`src/hdl/kcal_pkg.sv`:
```
package kcal_pkg;

  localparam int CODE_DIGITS_DEF = 4;

  localparam int MATRIX_W  = 16;
  localparam int SAMPLE_W  = 12;
  localparam int SECRET_W  = 16;
  localparam int THRESH_W  = 12;
  localparam int TICKS_W   = 8;
  localparam int CFG_W     = 16;
  localparam int CFG_IDX_W = 2;

  localparam logic [SECRET_W-1:0] SECRET_RST = 16'd4953;
  localparam logic [THRESH_W-1:0] THRESH_RST = 12'd2089;
  localparam logic [TICKS_W-1:0]  TICKS_RST  = 8'd20;

  typedef enum logic [CFG_IDX_W-1:0] {
    REG_SECRET   = 2'd0,
    REG_THRESH   = 2'd1,
    REG_DEBOUNCE = 2'd2
  } cfg_reg_t;

  typedef enum logic [1:0] {
    KEY_NONE,
    KEY_DIGIT,
    KEY_HASH,
    KEY_OTHER
  } key_kind_t;

  typedef enum logic [2:0] {
    ST_NONE   = 3'd0,
    ST_DIGIT  = 3'd1,
    ST_DROP   = 3'd2,
    ST_UNLOCK = 3'd3,
    ST_WRONG  = 3'd4,
    ST_SHORT  = 3'd5
  } status_t;

  typedef struct packed {
    logic               key_held;
    logic               deb_active;
    logic [TICKS_W-1:0] deb_count;
    logic               alarm_on;
    logic               error_on;
    logic               stopped;
  } ctrl_t;

  typedef struct packed {
    logic       alarm_led;
    logic       error_led;
    logic       alarm_raised_now;
    status_t    entry_status;
    logic [3:0] echo_digit;
    logic       halted;
  } result_t;

  // keypad layout by bit: 1 2 3 A / 4 5 6 B / 7 8 9 C / * 0 # D
  function automatic key_kind_t key_kind(input logic [3:0] idx);
    key_kind_t k;
    case (idx)
      4'd3, 4'd7, 4'd11, 4'd12, 4'd15: k = KEY_OTHER;
      4'd14:                           k = KEY_HASH;
      default:                         k = KEY_DIGIT;
    endcase
    return k;
  endfunction

  function automatic logic [3:0] key_value(input logic [3:0] idx);
    logic [3:0] v;
    case (idx)
      4'd0:    v = 4'd1;
      4'd1:    v = 4'd2;
      4'd2:    v = 4'd3;
      4'd4:    v = 4'd4;
      4'd5:    v = 4'd5;
      4'd6:    v = 4'd6;
      4'd8:    v = 4'd7;
      4'd9:    v = 4'd8;
      4'd10:   v = 4'd9;
      default: v = 4'd0;
    endcase
    return v;
  endfunction

endpackage

```
`src/hdl/kcal_in_if.sv`:
```
interface kcal_in_if import kcal_pkg::*; ();
  logic                valid;
  logic                ready;
  logic [MATRIX_W-1:0] key_matrix;
  logic [SAMPLE_W-1:0] level_sample;

  modport source (output valid, key_matrix, level_sample, input ready);
  modport sink   (input valid, key_matrix, level_sample, output ready);
endinterface

```
`src/hdl/kcal_out_if.sv`:
```
interface kcal_out_if;
  logic       valid;
  logic       ready;
  logic       alarm_led;
  logic       error_led;
  logic       alarm_raised_now;
  logic [2:0] entry_status;
  logic [3:0] echo_digit;
  logic       halted;

  modport source (output valid, alarm_led, error_led, alarm_raised_now, entry_status,
                  echo_digit, halted, input ready);
  modport sink   (input valid, alarm_led, error_led, alarm_raised_now, entry_status,
                  echo_digit, halted, output ready);
endinterface

```
`src/hdl/keypad_code_alarm_lock.sv`:
```
// Channel   Dir  Fields                                           Accept
// key_in    in   key_matrix[16], level_sample[12]                 valid & ready
// res_out   out  alarm_led, error_led, alarm_raised_now,          valid & ready
//                entry_status[3], echo_digit[4], halted
// cfg       in   cfg_we, cfg_index[2], cfg_data[16]               cfg_we
//
// One scan word per cycle while res_out is drained; two registers: input register, then the
// decode/debounce/compare logic into the result register.
// Lock state changes when a word leaves the input register for the result register.
// rst (synchronous) empties both stages and loads the default config.
// A stalled result register holds; the input register still takes one word
// behind it, after which key_in.ready drops.
module keypad_code_alarm_lock import kcal_pkg::*; #(
  parameter int CODE_DIGITS = CODE_DIGITS_DEF
) (
  input  logic                 clk,
  input  logic                 rst,
  input  logic                 cfg_we,
  input  logic [CFG_IDX_W-1:0] cfg_index,
  input  logic [CFG_W-1:0]     cfg_data,
  kcal_in_if.sink              key_in,
  kcal_out_if.source           res_out
);

  localparam int CNT_W = $clog2(CODE_DIGITS + 1);

  // config registers
  logic [SECRET_W-1:0] secret_code;
  logic [THRESH_W-1:0] alarm_threshold;
  logic [TICKS_W-1:0]  debounce_ticks;

  // input stage
  logic                s1_valid;
  logic [MATRIX_W-1:0] s1_matrix;
  logic [SAMPLE_W-1:0] s1_sample;
  logic                s1_adv;

  // lock state
  ctrl_t                       ctrl;
  ctrl_t                       ctrl_next;
  logic [CNT_W-1:0]            digit_count;
  logic [CNT_W-1:0]            digit_count_next;
  logic [CODE_DIGITS-1:0][3:0] entries;
  logic                        wr_en;
  logic [3:0]                  wr_digit;

  // result stage
  logic    out_valid;
  result_t res;
  result_t res_next;

  always_ff @(posedge clk) begin
    if (rst) begin
      secret_code     <= SECRET_RST;
      alarm_threshold <= THRESH_RST;
      debounce_ticks  <= TICKS_RST;
    end else if (cfg_we) begin
      case (cfg_reg_t'(cfg_index))
        REG_SECRET:   secret_code     <= cfg_data[SECRET_W-1:0];
        REG_THRESH:   alarm_threshold <= cfg_data[THRESH_W-1:0];
        REG_DEBOUNCE: debounce_ticks  <= cfg_data[TICKS_W-1:0];
        default: ;  // unused index, write dropped
      endcase
    end
  end

  // word moves on when the result register is empty or being drained
  assign s1_adv       = s1_valid && (!out_valid || res_out.ready);
  assign key_in.ready = !s1_valid || s1_adv;

  always_ff @(posedge clk) begin
    if (rst) begin
      s1_valid <= 1'b0;
    end else if (key_in.ready) begin
      s1_valid <= key_in.valid;
    end
  end

  always_ff @(posedge clk) begin
    if (key_in.valid && key_in.ready) begin
      s1_matrix <= key_in.key_matrix;
      s1_sample <= key_in.level_sample;
    end
  end

  kcal_core #(.CODE_DIGITS(CODE_DIGITS)) u_core (
    .ctrl            (ctrl),
    .digit_count     (digit_count),
    .entries         (entries),
    .key_matrix      (s1_matrix),
    .level_sample    (s1_sample),
    .secret_code     (secret_code),
    .alarm_threshold (alarm_threshold),
    .debounce_ticks  (debounce_ticks),
    .ctrl_next       (ctrl_next),
    .digit_count_next(digit_count_next),
    .wr_en           (wr_en),
    .wr_digit        (wr_digit),
    .result          (res_next)
  );

  always_ff @(posedge clk) begin
    if (rst) begin
      ctrl        <= '0;
      digit_count <= '0;
    end else if (s1_adv) begin
      ctrl        <= ctrl_next;
      digit_count <= digit_count_next;
    end
  end

  // one lane per code digit; contents only matter once written
  for (genvar i = 0; i < CODE_DIGITS; i++) begin : g_entry
    always_ff @(posedge clk) begin
      if (s1_adv && wr_en && digit_count == CNT_W'(i)) begin
        entries[i] <= wr_digit;
      end
    end
  end

  always_ff @(posedge clk) begin
    if (rst) begin
      out_valid <= 1'b0;
    end else if (s1_adv) begin
      out_valid <= 1'b1;
    end else if (res_out.ready) begin
      out_valid <= 1'b0;
    end
  end

  always_ff @(posedge clk) begin
    if (s1_adv) begin
      res <= res_next;
    end
  end

  assign res_out.valid            = out_valid;
  assign res_out.alarm_led        = res.alarm_led;
  assign res_out.error_led        = res.error_led;
  assign res_out.alarm_raised_now = res.alarm_raised_now;
  assign res_out.entry_status     = res.entry_status;
  assign res_out.echo_digit       = res.echo_digit;
  assign res_out.halted           = res.halted;

endmodule

```
`src/hdl/kcal_core.sv`:
```
module kcal_core import kcal_pkg::*; #(
  parameter int CODE_DIGITS = CODE_DIGITS_DEF,
  localparam int CNT_W = $clog2(CODE_DIGITS + 1)
) (
  input  ctrl_t                       ctrl,
  input  logic [CNT_W-1:0]            digit_count,
  input  logic [CODE_DIGITS-1:0][3:0] entries,
  input  logic [MATRIX_W-1:0]         key_matrix,
  input  logic [SAMPLE_W-1:0]         level_sample,
  input  logic [SECRET_W-1:0]         secret_code,
  input  logic [THRESH_W-1:0]         alarm_threshold,
  input  logic [TICKS_W-1:0]          debounce_ticks,
  output ctrl_t                       ctrl_next,
  output logic [CNT_W-1:0]            digit_count_next,
  output logic                        wr_en,
  output logic [3:0]                  wr_digit,
  output result_t                     result
);

  localparam logic [CNT_W-1:0] FULL = CNT_W'(CODE_DIGITS);

  logic [3:0]             idx;
  logic                   pressed;
  logic                   accepted;
  logic                   raised;
  logic [CODE_DIGITS-1:0] dig_ok;
  logic                   match;
  key_kind_t              kind;
  status_t                status;

  // lowest-numbered key wins
  always_comb begin
    idx = 4'd0;
    for (int i = MATRIX_W - 1; i >= 0; i--) begin
      if (key_matrix[i]) idx = 4'(i);
    end
  end

  assign pressed = |key_matrix;
  assign kind    = key_kind(idx);

  // entry digit i against code nibble CODE_DIGITS-1-i; nibbles past the code read as 0
  for (genvar i = 0; i < CODE_DIGITS; i++) begin : g_cmp
    localparam int NIB = CODE_DIGITS - 1 - i;
    if (NIB < 4) begin : g_in
      assign dig_ok[i] = entries[i] == secret_code[NIB*4 +: 4];
    end else begin : g_out
      assign dig_ok[i] = entries[i] == 4'd0;
    end
  end
  assign match = &dig_ok;

  always_comb begin
    ctrl_next        = ctrl;
    digit_count_next = digit_count;
    wr_en            = 1'b0;
    wr_digit         = key_value(idx);
    raised           = 1'b0;
    accepted         = 1'b0;
    status           = ST_NONE;

    if (!ctrl.stopped) begin
      if (level_sample >= alarm_threshold && !ctrl.alarm_on) begin
        ctrl_next.alarm_on = 1'b1;
        raised             = 1'b1;
      end

      if (ctrl.deb_active && ctrl.deb_count != '1)
        ctrl_next.deb_count = ctrl.deb_count + 1'b1;
      if (pressed && !ctrl.key_held && !ctrl.deb_active) begin
        ctrl_next.deb_active = 1'b1;
        ctrl_next.deb_count  = '0;
      end
      if (ctrl_next.deb_active && ctrl_next.deb_count > debounce_ticks) begin
        ctrl_next.deb_active = 1'b0;
        ctrl_next.key_held   = pressed;
        accepted             = pressed;
      end
      if (!pressed) ctrl_next.key_held = 1'b0;

      if (accepted) begin
        case (kind)
          KEY_DIGIT: begin
            if (digit_count < FULL) begin
              wr_en            = 1'b1;
              digit_count_next = digit_count + 1'b1;
              status           = ST_DIGIT;
            end else begin
              status = ST_DROP;
            end
          end
          KEY_HASH: begin
            if (digit_count == FULL) begin
              if (match && ctrl_next.alarm_on) begin
                ctrl_next.alarm_on = 1'b0;
                ctrl_next.stopped  = 1'b1;
                status             = ST_UNLOCK;
              end else begin
                ctrl_next.error_on = 1'b1;
                status             = ST_WRONG;
              end
            end else begin
              status = ST_SHORT;
            end
            if (!ctrl_next.stopped) digit_count_next = '0;
          end
          default: ;
        endcase
      end
    end

    result.alarm_led        = ctrl_next.alarm_on;
    result.error_led        = ctrl_next.error_on;
    result.alarm_raised_now = raised;
    result.entry_status     = status;
    result.echo_digit       = wr_en ? wr_digit : 4'd0;
    result.halted           = ctrl_next.stopped;
  end

endmodule

```
`src/flat_wrapper.sv`:
```
// flat-port wrapper written by rule: the top's interface ports become plain ports
module keypad_code_alarm_lock_flat import kcal_pkg::*;
#(
  parameter int CODE_DIGITS = CODE_DIGITS_DEF
)
  (clk, rst, cfg_we, cfg_index, cfg_data, key_in_valid, key_in_key_matrix, key_in_level_sample, key_in_ready, res_out_valid, res_out_alarm_led, res_out_error_led, res_out_alarm_raised_now, res_out_entry_status, res_out_echo_digit, res_out_halted, res_out_ready);
  kcal_in_if key_in_i ();
  kcal_out_if res_out_i ();
  input  logic clk;
  input  logic rst;
  input  logic cfg_we;
  input  logic [CFG_IDX_W-1:0] cfg_index;
  input  logic [CFG_W-1:0] cfg_data;
  input wire logic [$bits(key_in_i.valid)-1:0] key_in_valid;
  input wire logic [$bits(key_in_i.key_matrix)-1:0] key_in_key_matrix;
  input wire logic [$bits(key_in_i.level_sample)-1:0] key_in_level_sample;
  output wire logic [$bits(key_in_i.ready)-1:0] key_in_ready;
  output wire logic [$bits(res_out_i.valid)-1:0] res_out_valid;
  output wire logic [$bits(res_out_i.alarm_led)-1:0] res_out_alarm_led;
  output wire logic [$bits(res_out_i.error_led)-1:0] res_out_error_led;
  output wire logic [$bits(res_out_i.alarm_raised_now)-1:0] res_out_alarm_raised_now;
  output wire logic [$bits(res_out_i.entry_status)-1:0] res_out_entry_status;
  output wire logic [$bits(res_out_i.echo_digit)-1:0] res_out_echo_digit;
  output wire logic [$bits(res_out_i.halted)-1:0] res_out_halted;
  input wire logic [$bits(res_out_i.ready)-1:0] res_out_ready;
  assign key_in_i.valid = key_in_valid;
  assign key_in_i.key_matrix = key_in_key_matrix;
  assign key_in_i.level_sample = key_in_level_sample;
  assign key_in_ready = key_in_i.ready;
  assign res_out_valid = res_out_i.valid;
  assign res_out_alarm_led = res_out_i.alarm_led;
  assign res_out_error_led = res_out_i.error_led;
  assign res_out_alarm_raised_now = res_out_i.alarm_raised_now;
  assign res_out_entry_status = res_out_i.entry_status;
  assign res_out_echo_digit = res_out_i.echo_digit;
  assign res_out_halted = res_out_i.halted;
  assign res_out_i.ready = res_out_ready;
  keypad_code_alarm_lock #(.CODE_DIGITS(CODE_DIGITS)) u_core (.clk(clk), .rst(rst), .cfg_we(cfg_we), .cfg_index(cfg_index), .cfg_data(cfg_data), .key_in(key_in_i), .res_out(res_out_i));
endmodule
```
`config.mk`:
```
export PLATFORM = sky130hd
export DESIGN_NAME = keypad_code_alarm_lock_flat
export DESIGN_NICKNAME = d
export VERILOG_FILES = /design/src/hdl/kcal_pkg.sv /design/src/hdl/kcal_in_if.sv /design/src/hdl/kcal_out_if.sv /design/src/hdl/keypad_code_alarm_lock.sv /design/src/hdl/kcal_core.sv /design/src/flat_wrapper.sv
export SDC_FILE = /design/constraint.sdc
export NUM_CORES = 1
export LEC_CHECK = 0
export BUFFER_PORTS_ARGS = -buffer_cell sky130_fd_sc_hd__buf_2
export CORE_MARGIN = 5
export CORE_UTILIZATION = 60
export CTS_BUF_LIST = sky130_fd_sc_hd__clkbuf_2 sky130_fd_sc_hd__clkbuf_4 sky130_fd_sc_hd__clkbuf_8
export CTS_CLUSTER_DIAMETER = 40
export CTS_CLUSTER_SIZE = 14
export DETAILED_ROUTE_END_ITERATION = 6
export PLACE_DENSITY_LB_ADDON = 0.25
export RECOVER_POWER = 50
export SETUP_SLACK_MARGIN = 0.4
export SKIP_LAST_GASP = 1
export SLEW_MARGIN = 15
export SYNTH_ARGS = -nofsm -noshare
export SYNTH_HDL_FRONTEND = slang
export SYNTH_SLANG_ARGS = --single-unit
```
`constraint.sdc`:
```
create_clock -name clk -period 5.56 [get_ports clk]
set_clock_uncertainty 0.05 [all_clocks]
set_input_delay 0 -clock clk [delete_from_list [all_inputs] [get_ports clk]]
set_output_delay 0 -clock clk [all_outputs]
set_load 0.1 [all_outputs]
```
==> results.yml <==
critical_path:
  critPathRequiredTime_ns: 5.58
  slowest_delay_ns: 0.79
  cp-start-kind: "register"
  cp.arrival_ns: 4.58
  endpoint: "u_core.entries[1]$_DFFE_PP_"
  ff2ff_setup_slack_ns: 1.0
  cp.buffers_inverters: 0
  rr_worst_depth: 14
  worstSetupEndpointType: "register"
  path_max_fanout: 9
  timing.rr.end: "u_core.entries[1]$_DFFE_PP_"
  critPathSlowestCell: "o31ai_1"
  crit_family: "simple AND/OR/NAND/NOR gates"
  crit_chain: "ha_1, nand3_1, o31ai_1, nor3_1, nand3_1, xor2_1, nor2_1, ha_1, nand4_1, nor2_1, or4_1, a21o_1, nor3_2, and3_1"
  r2r-start: "u_core.ctrl[3]$_SDFFE_PP0P_"
  critPathLaunch: "u_core.ctrl[3]$_SDFFE_PP0P_"
  worstSetupPathType: "reg -> reg"
  crit_cells: 14
drt:
  ant_nets: 0
  drtIter0Drc: 227
  via_count: 4138
  post_drt_wl_per_cell_microns: 16.30
  via_per_inst: 5.630
  dr.pass1.iters: 5
  drc: 0
  wl_mm: 11.98
outcome:
  violations: "max-capacitance violations, max-slew violations"
  status: "complete, but fails checks"
timing:
  slew_headroom_pct: -62.15
  final_hold_viol_count: 0
  setup_tns_ns: 0
  fmax_mhz: 219.1
  tightest_slew_ns: 2.432
  setup_viol: 0
  drv_slew: 58
  rsz0062_at_grt: "false"
  period_minus_slack_ns: 4.564
  min_period_over_period_pct: 82.09
synthesis:
  synth.largest_area_cell: "edfxtp_1"
  synth_top_area_share_pct: 31.57
  syn_area_sq_um: 5231
  synth.most_common_cell: "nand2_1"
  yosysWarnings: 0
  ys_ff_latch: 109
  yosys-top-cells-area: "edfxtp_1 (32%), dfxtp_1 (21%), ha_1 (7.2%)"
  synth_nets: 599
  seq_area_frac_synth_pct: 52.24
  async_flop_share_pct: 0
  avgSynthCellArea_sq_um: 10.10
  synth_cell_type_count: 54
  syn_inst: 518
  synthFlopType: "edfxtp_1"
  synth_commonest_cells: "nand2_1 (77), edfxtp_1 (55), dfxtp_1 (54)"
  synth-edff-count: 55
clock_tree:
  htree_num_levels: 3
  cts_buffers: 9
  cts.sinks: 109
  cts_resized: 0
  clk_path_buf_depth: 2
  cts_tree: "yes"
  postCtsSetupRepairBufs: 0
  insertion_delay_ns: 0.38
  hold_buffers: 47
  cts_root_buf: "clkbuf_8"
  cts.clk_slew.worst_paths_ns: 0.11
power:
  switching_share_pct: 27.43
  p_comb_share_pct: 12.1
  power.net_switching_uw: 423.8
  power.total_mw: 1.545
  p_int_mw: 1.121
  p_per_area_nw_per_um2: 246.9
  seqPwrFrac_pct: 57.8
  pwr-share-clk_pct: 30.1
  ir_drop_mv: 0.1691
  p_leak_nw: 2.412
placement:
  gp_congestion: 0.8395
  io_buffers: 63
  hpwl_mm: 8.099
grt:
  grt.overflow.total: 0
  grt_pass1_wl_mm: 19.71
  antenna_found_initial: 0
  grt_start_max_net_pins: 58
  track_usage_pct: 23.64
  grt_pass1_vias: 4150
floorplanning:
  dieArea_sq_um: 10690
  die_h_microns: 103.4
  num_io_pins: 64
  core_sq_um: 8593
  start_util_pct: 60.88
  rows: 34
  die_width_microns: 103.4
final_layout:
  area_growth_syn_to_layout_pct: 19.61
  antenna_cells: 0
  fin_nets: 703
  drive_above_1_share_pct: 12.60
min_path:
  hp-class: "in -> reg"
job:
  cap_violations: 1
logic make-up (layout without fill, tap and decap cells):
| kind of cell | after synthesis | count (layout) | share of synthesized area [%] |
|---|---|---|---|
| compound gates | 88 | 88 | 10.21 |
| mux | 9 | 9 | 1.818 |
| fa+ha+maj | 30 | 30 | 7.175 |
| simple gates | 212 | 212 | 21.29 |
| flops | 109 | 109 | 52.24 |
| xor+xnor | 21 | 21 | 3.516 |
| buf+inv | 49 | 158 | 3.755 |
worst min-delay path, delay by kind of cell:
| kind | cells | cell delay, ns |
|---|---|---|
| buf+inv | 1 | 0.12 |
| compound gates | 1 | 0.05 |
| simple gates | 2 | 0.26 |
layer usage:
layer / GRT usage [%] / share of wire (%)
met2: 40.39 / 50
met1: 29.76 / 43
met4: 8.367 / 2.0
met3: 4.896 / 5.1
met5: 0 / 0
flip-flops by register name (all words and copies together), names as in the netlist:
name                             count
u_core.entries                      16
u_core.s1_matrix                    16
u_core.secret_code                  16
u_core.ctrl                         13
u_core.alarm_threshold              12
u_core.s1_sample                    12
u_core.debounce_ticks                8
u_core.res_out.echo_digit            4
u_core.digit_count                   3
u_core.res_out.entry_status          3
u_core.res_out.alarm_led             1
u_core.res_out.alarm_raised_now      1
u_core.res_out.error_led             1
u_core.res_out.halted                1
u_core.res_out.valid                 1
u_core.s1_valid                      1
power groups by stage:
stage / Clock, mW / Sequential (mW) / Combinational (mW)
2_1_floorplan: 0 / 0.935 / 0.0828
3_3_place_gp: 0 / 0.908 / 0.154
3_5_place_dp: 0 / 0.910 / 0.160
4_1_cts: 0.472 / 0.891 / 0.186
5_1_grt: 0.503 / 0.896 / 0.207
6_report: 0.465 / 0.892 / 0.187
stage by stage:
| stage | util [%] | hold WS [ns] | instance area (sq um) | setup WS, ns | instances |
|---|---|---|---|---|---|
| after floorplan | - | 0.04887 | 5231 | 1.668 | 518 |
| after global placement | 65.33 | 0.1259 | 5614 | 1.305 | 672 |
| after detailed placement | 65.33 | 0.1281 | 5614 | 1.122 | 672 |
| after CTS | 73.03 | 0.02705 | 6276 | 1.086 | 735 |
| after global routing | 72.82 | 0.06007 | 6257 | 0.7250 | 735 |
| final | 72.82 | 0.04246 | 6257 | 0.9956 | 735 |
worst min-delay path by stage:
stage / start / endpoint / slack, ns / cells past startpoint
2_1_floorplan: key_in_key_matrix[0] / u_core.s1_matrix[0]$_DFFE_PP_ / 0.05 / 0
3_3_place_gp: key_in_key_matrix[0] / u_core.s1_matrix[0]$_DFFE_PP_ / 0.13 / 1
3_5_place_dp: key_in_key_matrix[7] / u_core.s1_matrix[7]$_DFFE_PP_ / 0.13 / 1
4_1_cts: cfg_index[0] / u_core.secret_code[10]$_SDFFE_PP0P_ / 0.03 / 4
5_1_grt: cfg_index[1] / u_core.secret_code[11]$_SDFFE_PP0P_ / 0.06 / 4
6_report: cfg_index[0] / u_core.secret_code[10]$_SDFFE_PP0P_ / 0.04 / 4
area by class of cell:
cell class,instances,area [sq um]
fillers,604,2336
clock buffers,9,123.9
multi-input cells,360,2308
flip-flops and latches,109,2733
well taps,108,135.1
repair buffers,111,773.2
clock inverters,7,67.56
inverters,31,116.4
placed cells by master (no fill, tap or decap), drive strengths merged, types with 11 or more instances in the layout:
master / Yosys / layout
dfxtp: 54 / 54
o21ai: 15 / 15
xor2: 17 / 17
nand3b: 12 / 12
buf: 3 / 50
nor4: 13 / 13
a21oi: 43 / 43
nand2: 77 / 77
inv: 31 / 34
edfxtp: 55 / 55
ha: 30 / 30
clkbuf: 15 / 23
nor2: 40 / 40
nor3: 11 / 11
dlygate4sd3: 0 / 47
Note: power is estimated with default switching activity, not from simulation.
